## src/rtl/core/ulisr_pkg.sv

```systemverilog
// ----------------------------------------------------------------------------
// ulisr_pkg
// Types, codes and constants shared by the unsorted list engine and its cells.
// ----------------------------------------------------------------------------
`timescale 1ns / 1ps

package ulisr_pkg;

  localparam int Capacity = 16;
  localparam int KeyW     = 32;
  localparam int LocW     = 4;
  localparam int FillW    = 5;

  typedef logic [1:0] cmd_t;
  localparam cmd_t CmdInsert = 2'd0;
  localparam cmd_t CmdSearch = 2'd1;
  localparam cmd_t CmdRemove = 2'd2;

  typedef logic [1:0] status_t;
  localparam status_t StatOk      = 2'd0;
  localparam status_t StatFull    = 2'd1;
  localparam status_t StatEmpty   = 2'd2;
  localparam status_t StatMissing = 2'd3;

  typedef enum logic [2:0] {
    StIdle,
    StExec,
    StScan,
    StShift,
    StDone
  } state_e;

  typedef struct packed {
    cmd_t                   cmd;
    logic signed [KeyW-1:0] key;
  } req_t;

  typedef struct packed {
    status_t          status;
    logic [LocW-1:0]  location;
    logic [FillW-1:0] fill_after;
  } rsp_t;

  // broadcast from the controller to every cell
  typedef struct packed {
    logic                   load;
    logic                   run;
    logic                   shift;
    logic signed [KeyW-1:0] key;
  } cell_ctl_t;

endpackage

```

## src/rtl/core/ulisr_cell.sv

```systemverilog
// ----------------------------------------------------------------------------
// ulisr_cell
// One list slot: holds a key, compares it while the scan token sits here,
// and takes its right neighbor's key when the list closes a gap.
// ----------------------------------------------------------------------------
`timescale 1ns / 1ps

module ulisr_cell #(
  parameter int Index = 0,
  parameter int IdxW  = 4
) (
  input  logic                            clk_i,
  input  logic                            rst_ni,
  input  ulisr_pkg::cell_ctl_t            ctl_i,
  input  logic [IdxW-1:0]                 pos_i,
  input  logic                            token_i,
  input  logic signed [ulisr_pkg::KeyW-1:0] next_data_i,
  output logic                            token_o,
  output logic signed [ulisr_pkg::KeyW-1:0] data_o,
  output logic                            hit_o
);

  localparam logic [IdxW-1:0] MyIdx = IdxW'(Index);

  logic signed [ulisr_pkg::KeyW-1:0] data_q, data_d;
  logic                              token_q, token_d;

  always_comb begin
    data_d = data_q;
    if (ctl_i.load && (pos_i == MyIdx)) begin
      data_d = ctl_i.key;
    end else if (ctl_i.shift && (MyIdx >= pos_i)) begin
      data_d = next_data_i;
    end
  end

  // token walks one cell per cycle while the scan runs
  assign token_d = ctl_i.run ? token_i : 1'b0;

  always_ff @(posedge clk_i) begin
    data_q <= data_d;
  end

  always_ff @(posedge clk_i or negedge rst_ni) begin
    if (!rst_ni) begin
      token_q <= 1'b0;
    end else begin
      token_q <= token_d;
    end
  end

  assign token_o = token_q;
  assign data_o  = data_q;
  assign hit_o   = token_q && (data_q == ctl_i.key);

endmodule

```

## src/rtl/core/unsorted_list_insert_search_remove.sv

```systemverilog
// ----------------------------------------------------------------------------
// unsorted_list_insert_search_remove
// Sequence: a request is accepted in StIdle and decoded in StExec; search and
//   remove on a non-empty list scan in StScan up to position fill - 1, a remove
//   that hits closes the gap in StShift; StDone waits for a free output slot.
// Throughput: one transaction at a time; the scan token steps one cell a cycle
//   and the next request is taken in the same cycle the result appears.
// Reset: fill count and control clear at once; stored keys are left as is.
// ----------------------------------------------------------------------------
`timescale 1ns / 1ps

module unsorted_list_insert_search_remove #(
  parameter int CAPACITY = ulisr_pkg::Capacity
) (
  input  logic            clk_i,
  input  logic            rst_ni,
  input  logic            in_valid_i,
  output logic            in_stall_o,
  input  ulisr_pkg::req_t in_req_i,
  output logic            out_valid_o,
  input  logic            out_stall_i,
  output ulisr_pkg::rsp_t out_rsp_o
);

  localparam int IdxW  = $clog2(CAPACITY);
  localparam int FillW = $clog2(CAPACITY + 1);
  localparam logic [FillW-1:0] CapFill = FillW'(CAPACITY);

  ulisr_pkg::state_e  state_q, state_d;
  ulisr_pkg::req_t    req_q, req_d;
  ulisr_pkg::status_t status_q, status_d;
  ulisr_pkg::rsp_t    out_q, out_d;
  logic [IdxW-1:0]    idx_q, idx_d;
  logic [FillW-1:0]   fill_q, fill_d;
  logic               out_valid_q, out_valid_d;

  ulisr_pkg::cell_ctl_t ctl;
  logic [IdxW-1:0]      pos;
  logic                 start;
  logic                 accept;
  logic                 slot_free;
  logic                 any_hit;
  logic                 last_pos;
  logic [31:0]          loc_w;
  logic [31:0]          fill_w;

  logic [CAPACITY-1:0]  tok_in;
  logic [CAPACITY-1:0]  tokens;
  logic [CAPACITY-1:0]  hits;
  logic signed [ulisr_pkg::KeyW-1:0] data   [CAPACITY];
  logic signed [ulisr_pkg::KeyW-1:0] next_d [CAPACITY];

  // ---------------- cell chain ----------------
  for (genvar i = 0; i < CAPACITY; i++) begin : g_cell
    if (i == 0) begin : g_head
      assign tok_in[i] = start;
    end else begin : g_link
      assign tok_in[i] = tokens[i-1];
    end
    if (i == CAPACITY - 1) begin : g_tail
      assign next_d[i] = data[i];
    end else begin : g_next
      assign next_d[i] = data[i+1];
    end

    ulisr_cell #(
      .Index (i),
      .IdxW  (IdxW)
    ) u_cell (
      .clk_i       (clk_i),
      .rst_ni      (rst_ni),
      .ctl_i       (ctl),
      .pos_i       (pos),
      .token_i     (tok_in[i]),
      .next_data_i (next_d[i]),
      .token_o     (tokens[i]),
      .data_o      (data[i]),
      .hit_o       (hits[i])
    );
  end

  // only the token cell can report a hit
  assign any_hit   = |hits;
  assign last_pos  = (FillW'(idx_q) + FillW'(1)) == fill_q;
  assign accept    = in_valid_i && !in_stall_o;
  assign slot_free = !out_valid_q || !out_stall_i;
  assign loc_w     = 32'(idx_q);
  assign fill_w    = 32'(fill_q);

  // ---------------- next state ----------------
  always_comb begin
    state_d = state_q;
    case (state_q)
      ulisr_pkg::StIdle: begin
        if (accept) begin
          state_d = ulisr_pkg::StExec;
        end
      end
      ulisr_pkg::StExec: begin
        if (((req_q.cmd == ulisr_pkg::CmdSearch) || (req_q.cmd == ulisr_pkg::CmdRemove))
            && (fill_q != '0)) begin
          state_d = ulisr_pkg::StScan;
        end else begin
          state_d = ulisr_pkg::StDone;
        end
      end
      ulisr_pkg::StScan: begin
        if (any_hit) begin
          state_d = (req_q.cmd == ulisr_pkg::CmdRemove) ? ulisr_pkg::StShift
                                                       : ulisr_pkg::StDone;
        end else if (last_pos) begin
          state_d = ulisr_pkg::StDone;
        end
      end
      ulisr_pkg::StShift: begin
        state_d = ulisr_pkg::StDone;
      end
      ulisr_pkg::StDone: begin
        if (slot_free) begin
          state_d = ulisr_pkg::StIdle;
        end
      end
      default: begin
        state_d = ulisr_pkg::StIdle;
      end
    endcase
  end

  // ---------------- outputs and datapath ----------------
  always_comb begin
    ctl.load    = 1'b0;
    ctl.run     = 1'b0;
    ctl.shift   = 1'b0;
    ctl.key     = req_q.key;
    start       = 1'b0;
    pos         = fill_q[IdxW-1:0];
    req_d       = req_q;
    status_d    = status_q;
    idx_d       = idx_q;
    fill_d      = fill_q;
    out_d       = out_q;
    out_valid_d = out_valid_q && out_stall_i;

    case (state_q)
      ulisr_pkg::StIdle: begin
        if (accept) begin
          req_d    = in_req_i;
          status_d = ulisr_pkg::StatOk;
          idx_d    = '0;
        end
      end
      ulisr_pkg::StExec: begin
        case (req_q.cmd)
          ulisr_pkg::CmdInsert: begin
            if (fill_q < CapFill) begin
              ctl.load = 1'b1;
              idx_d    = fill_q[IdxW-1:0];
              fill_d   = fill_q + FillW'(1);
            end else begin
              status_d = ulisr_pkg::StatFull;
            end
          end
          ulisr_pkg::CmdSearch: begin
            if (fill_q == '0) begin
              status_d = ulisr_pkg::StatMissing;
            end else begin
              start   = 1'b1;
              ctl.run = 1'b1;
            end
          end
          ulisr_pkg::CmdRemove: begin
            if (fill_q == '0) begin
              status_d = ulisr_pkg::StatEmpty;
            end else begin
              start   = 1'b1;
              ctl.run = 1'b1;
            end
          end
          default: begin
            // undefined command leaves the list alone
          end
        endcase
      end
      ulisr_pkg::StScan: begin
        if (any_hit) begin
          // idx_q already points at the first match
        end else if (last_pos) begin
          status_d = ulisr_pkg::StatMissing;
          idx_d    = '0;
        end else begin
          ctl.run = 1'b1;
          idx_d   = idx_q + IdxW'(1);
        end
      end
      ulisr_pkg::StShift: begin
        ctl.shift = 1'b1;
        pos       = idx_q;
        fill_d    = fill_q - FillW'(1);
      end
      ulisr_pkg::StDone: begin
        if (slot_free) begin
          out_valid_d      = 1'b1;
          out_d.status     = status_q;
          out_d.location   = loc_w[ulisr_pkg::LocW-1:0];
          out_d.fill_after = fill_w[ulisr_pkg::FillW-1:0];
        end
      end
      default: begin
      end
    endcase
  end

  always_ff @(posedge clk_i or negedge rst_ni) begin
    if (!rst_ni) begin
      state_q     <= ulisr_pkg::StIdle;
      fill_q      <= '0;
      out_valid_q <= 1'b0;
    end else begin
      state_q     <= state_d;
      fill_q      <= fill_d;
      out_valid_q <= out_valid_d;
    end
  end

  always_ff @(posedge clk_i) begin
    req_q    <= req_d;
    status_q <= status_d;
    idx_q    <= idx_d;
    out_q    <= out_d;
  end

  assign in_stall_o  = (state_q != ulisr_pkg::StIdle);
  assign out_valid_o = out_valid_q;
  assign out_rsp_o   = out_q;

`ifndef SYNTHESIS
  a_fill_bound: assert property (@(posedge clk_i) disable iff (!rst_ni)
    fill_q <= CapFill)
    else $error("fill count above capacity");

  a_one_token: assert property (@(posedge clk_i) disable iff (!rst_ni)
    $onehot0(tokens))
    else $error("more than one scan token in the chain");

  a_token_at_idx: assert property (@(posedge clk_i) disable iff (!rst_ni)
    (state_q == ulisr_pkg::StScan) |-> tokens[idx_q])
    else $error("scan token not at the scan index");

  a_no_token_idle: assert property (@(posedge clk_i) disable iff (!rst_ni)
    (state_q != ulisr_pkg::StScan) |-> (tokens == '0))
    else $error("scan token left behind outside a scan");
`endif

endmodule
```

## config.mk

```make
export PLATFORM = sky130hd
export DESIGN_NAME = unsorted_list_insert_search_remove
export DESIGN_NICKNAME = d
export VERILOG_FILES = /design/src/rtl/core/ulisr_pkg.sv /design/src/rtl/core/ulisr_cell.sv /design/src/rtl/core/unsorted_list_insert_search_remove.sv
export SDC_FILE = /design/constraint.sdc
export NUM_CORES = 1
export LEC_CHECK = 0
export ABC_AREA = 0
export BUFFER_PORTS_ARGS = -buffer_cell sky130_fd_sc_hd__buf_2
export CAP_MARGIN = 20
export CORE_MARGIN = 2
export CORE_UTILIZATION = 55
export DETAILED_ROUTE_END_ITERATION = 8
export PLACE_DENSITY = 0.72
export SYNTH_ARGS = -nofsm -noshare
export SYNTH_HDL_FRONTEND = slang
export SYNTH_HIERARCHICAL = 1
export SYNTH_SLANG_ARGS = --single-unit
```

## constraint.sdc

```tcl
create_clock -name clk_i -period 10.1 [get_ports clk_i]
set_input_delay 3.03 -clock clk_i [delete_from_list [all_inputs] [get_ports clk_i]]
set_output_delay 3.03 -clock clk_i [all_outputs]
set_load 0.005 [all_outputs]
```

==> flow_summary.ini <==
[sta]
fin_hold_ws_ns = 0.438
setup-tns-final_ns = 0
worst_pin_slew_ns = 0.996
min_period_over_period = 0.473
setup_viol = 0
rsz0062_at_grt = false
max_freq_ghz = 0.209
drv_slew = 0
maxSlewHeadroom = 0.330
fin_worst_skew_ns = 0.0319
final-hold-violation-count = 0
layout_min_cycle_time_ns = 4.77

[floorplanning]
io_pins = 51
core.rowCount = 88
dieWidth_um = 246
die_area_um2 = 60600
core_area_um2 = 57800
die_y_um = 246
start_util = 0.558

[clock_network]
cts_sinks = 588
cts_resized = 0
cts_root_buffer = clkbuf_16
cts_buffer_depth = 3
cts_max_level = 2
numCtsBuffers = 61
post-cts-setup-buffer-count = 0
worstSkewPairLatency_ns = 0.64
cts_tree = built
ctsHoldBuffers = 0
path_clk_slew_ns = 0.06

[cells_and_area]
multi_input_comb_area_um2 = 14100
drive_above_1_share = 0.340
area_growth_pct = 10.2
register_area_um2 = 17500
nFillCells = 4312
fin_nets = 2237
fin_util = 0.615

[detailed_routing]
wl_mm = 83.0
vias_per_cell = 6.06
drcViolationCount = 0
firstDrtPassIters = 5
wl_per_cell_um = 27.7
vias = 18200
initialDrtViolationCount = 1566
ant_nets = 0

[critical_path]
critPathKind = reg2out
cp.required_ns = 7.07
arrival_ns = 1.74
cp_num_buf_inv = 1
cp_slowest_cell = dfrtp_1
worstPathMaxFanout = 15
start_kind = register
cp_slowest_stage_delay_ns = 0.53
crit_family = flip-flops
crit_chain = or3_1 > buf_2
critPathCaptureType = output pin
cp.depth = 2
ff2ff_path_depth = 10

[logic_synthesis]
async_flop_share = 0.0425
ys_seq_area_frac = 0.543
yosysUniqueCellTypes = 67
syn_inst = 2055
synth_edf_count = 563
syn_nets = 2102
netlist_area_um2 = 32300
syn_avg_cell_area_um2 = 15.7
synth_warnings = 6
ys.flop_type = edfxtp_1
synth-seq-cells = 588

[global_routing]
grt_pass1_wl_mm = 122
grt_pass1_vias = 18400
grt_usage = 0.275
grt_overflow = 0
grt_max_degree = 35
antenna_found_initial = 1

[power]
p_per_area_nw_per_um2 = 208
ir_drop_v = 0.000182
p_leak_nw = 13.5

[placed_design]
port_buffers = 50
post-dp-hpwl_mm = 54.9
routabilityCongestion = 0.856

[run_status]
outcome = complete, no violations

[hold_path]
hold_path_depth = 0
hold_class = reg2reg

[job]
cap_violations = 0
## cell usage after synthesis, types with 3 or more instances
| master | n | area, um2 |
|---|---|---|
| edfxtp_1 | 563 | 16900 |
| xor2_1 | 468 | 4100 |
| mux2_4 | 328 | 4920 |
| mux2_2 | 177 | 1990 |
| nor4_1 | 110 | 688 |
| xnor2_1 | 50 | 438 |
| buf_6 | 40 | 450 |
| nand3_1 | 36 | 180 |
| nor3_1 | 32 | 160 |
| nand2_1 | 28 | 105 |
| dfrtp_1 | 25 | 626 |
| nand4_1 | 22 | 138 |
| and2_1 | 18 | 113 |
| a21oi_1 | 17 | 85.1 |
| inv_1 | 16 | 60.1 |
| o21ai_0 | 13 | 65.1 |
| buf_12 | 9 | 180 |
| ha_1 | 8 | 100 |
| mux2_1 | 8 | 90.1 |
| nor2_1 | 8 | 30.0 |
| nand2b_1 | 6 | 37.5 |
| nand4_4 | 6 | 128 |
| nor2_2 | 5 | 31.3 |
| nor4_4 | 4 | 85.1 |
| o22ai_1 | 4 | 25.0 |
| a31oi_1 | 3 | 18.8 |
## sequential cells by signal, indices dropped and copies added (netlist names)
name / flops
req_q: 2
g_cell.u_cell/data_o: 512
idx_q: 4
out_rsp_o: 11
ctl: 32
state_q: 3
status_q: 2
g_cell.u_cell/token_o: 16
fill_q: 5
out_valid_o: 1
## per-layer routing
metal / GRT usage / vias up / wire, um
met5: 0 / - / 0
met1: 0.367 / 9320 / 34500
met4: 0.101 / 0 / 3000
met2: 0.454 / 686 / 40400
met3: 0.0427 / 178 / 5220
li1: - / 8011 / -
## cells in the final DEF, fill, tap and decap left out, types with 4 or more instances in the layout
cell type  count
buf_2         50
nor2_2         6
inv_1         16
a21oi_1       14
nand4_1       22
nand2_1       28
bufinv_16      6
buf_12         5
and2_1        18
nor2_1         6
clkbuf_1      17
nor4_1       109
nand3_1       36
nand4_4        6
nor3_1        30
o21ai_0        9
edfxtp_1     563
ha_1           8
clkinv_2       7
xor2_1       468
mux2_4       328
dfrtp_1       25
clkbuf_16     62
mux2_2       177
nand2b_1       6
mux2_1         8
buf_4         65
xnor2_1       50
nor4_4         4
clkinv_1      10
## stage by stage
stage / instance area [um2] / total power [mW] / worst slack, ns / instances
6_report: 35600 / 7.39 / 5.33 / 3001
5_1_grt: 35600 / 7.64 / 5.27 / 3000
4_1_cts: 35500 / 7.39 / 5.32 / 2996
3_5_place_dp: 33500 / 5.16 / 5.57 / 2888
3_3_place_gp: 33400 / 5.12 / 5.60 / 2884
2_1_floorplan: 32300 / 4.46 / 0.144 / 2055
## power by group
part | total [mW] | leakage (nW) | internal, mW | switching, mW
Clock | 2.23 | 0.945 | 1.29 | 0.943
Sequential | 3.26 | 5.44 | 3.04 | 0.224
Combinational | 1.89 | 7.14 | 0.701 | 1.19
Total | 7.39 | 13.5 | 5.03 | 2.36
## kinds of logic (layout without fill, tap and decap cells)
kind of cell / after synthesis / after routing / synth area share
mux: 513 / 513 / 0.217
compound gates: 53 / 53 / 0.0103
buf+inv: 67 / 247 / 0.0217
fa+ha+maj: 9 / 9 / 0.00372
other cells: 0 / 1 / 0
simple gates: 306 / 306 / 0.0623
flops: 588 / 588 / 0.543
xor+xnor: 519 / 519 / 0.141
## worst paths after layout
| check | start | end | slack, ns |
|---|---|---|---|
| min in group asynchronous | rst_ni | fill_q[1]$_DFFE_PN0P_ | 2.42 |
| min | status_q[0]$_DFFE_PP_ | out_rsp_o[9]$_DFFE_PP_ | 0.44 |
| min reg2reg | status_q[0]$_DFFE_PP_ | out_rsp_o[9]$_DFFE_PP_ | 0.44 |
| max in group asynchronous | rst_ni | g_cell[13].u_cell/token_o$_DFF_PN0_ | 7.23 |
| max | state_q[1]$_DFFE_PN0P_ | in_stall_o | 5.33 |
| max reg2reg | ctl[18]$_DFFE_PP_ | idx_q[3]$_DFFE_PP_ | 5.65 |
## final cells by class
type / instances / area share
diodes: 1 / 0.0000704
well taps: 765 / 0.0269
multi-input cells: 1400 / 0.398
flip-flops and latches: 588 / 0.493
inverters: 16 / 0.00169
repair buffers: 123 / 0.0259
clock buffers: 82 / 0.0466
clock inverters: 26 / 0.00802
(Power assumes the default switching activity.)
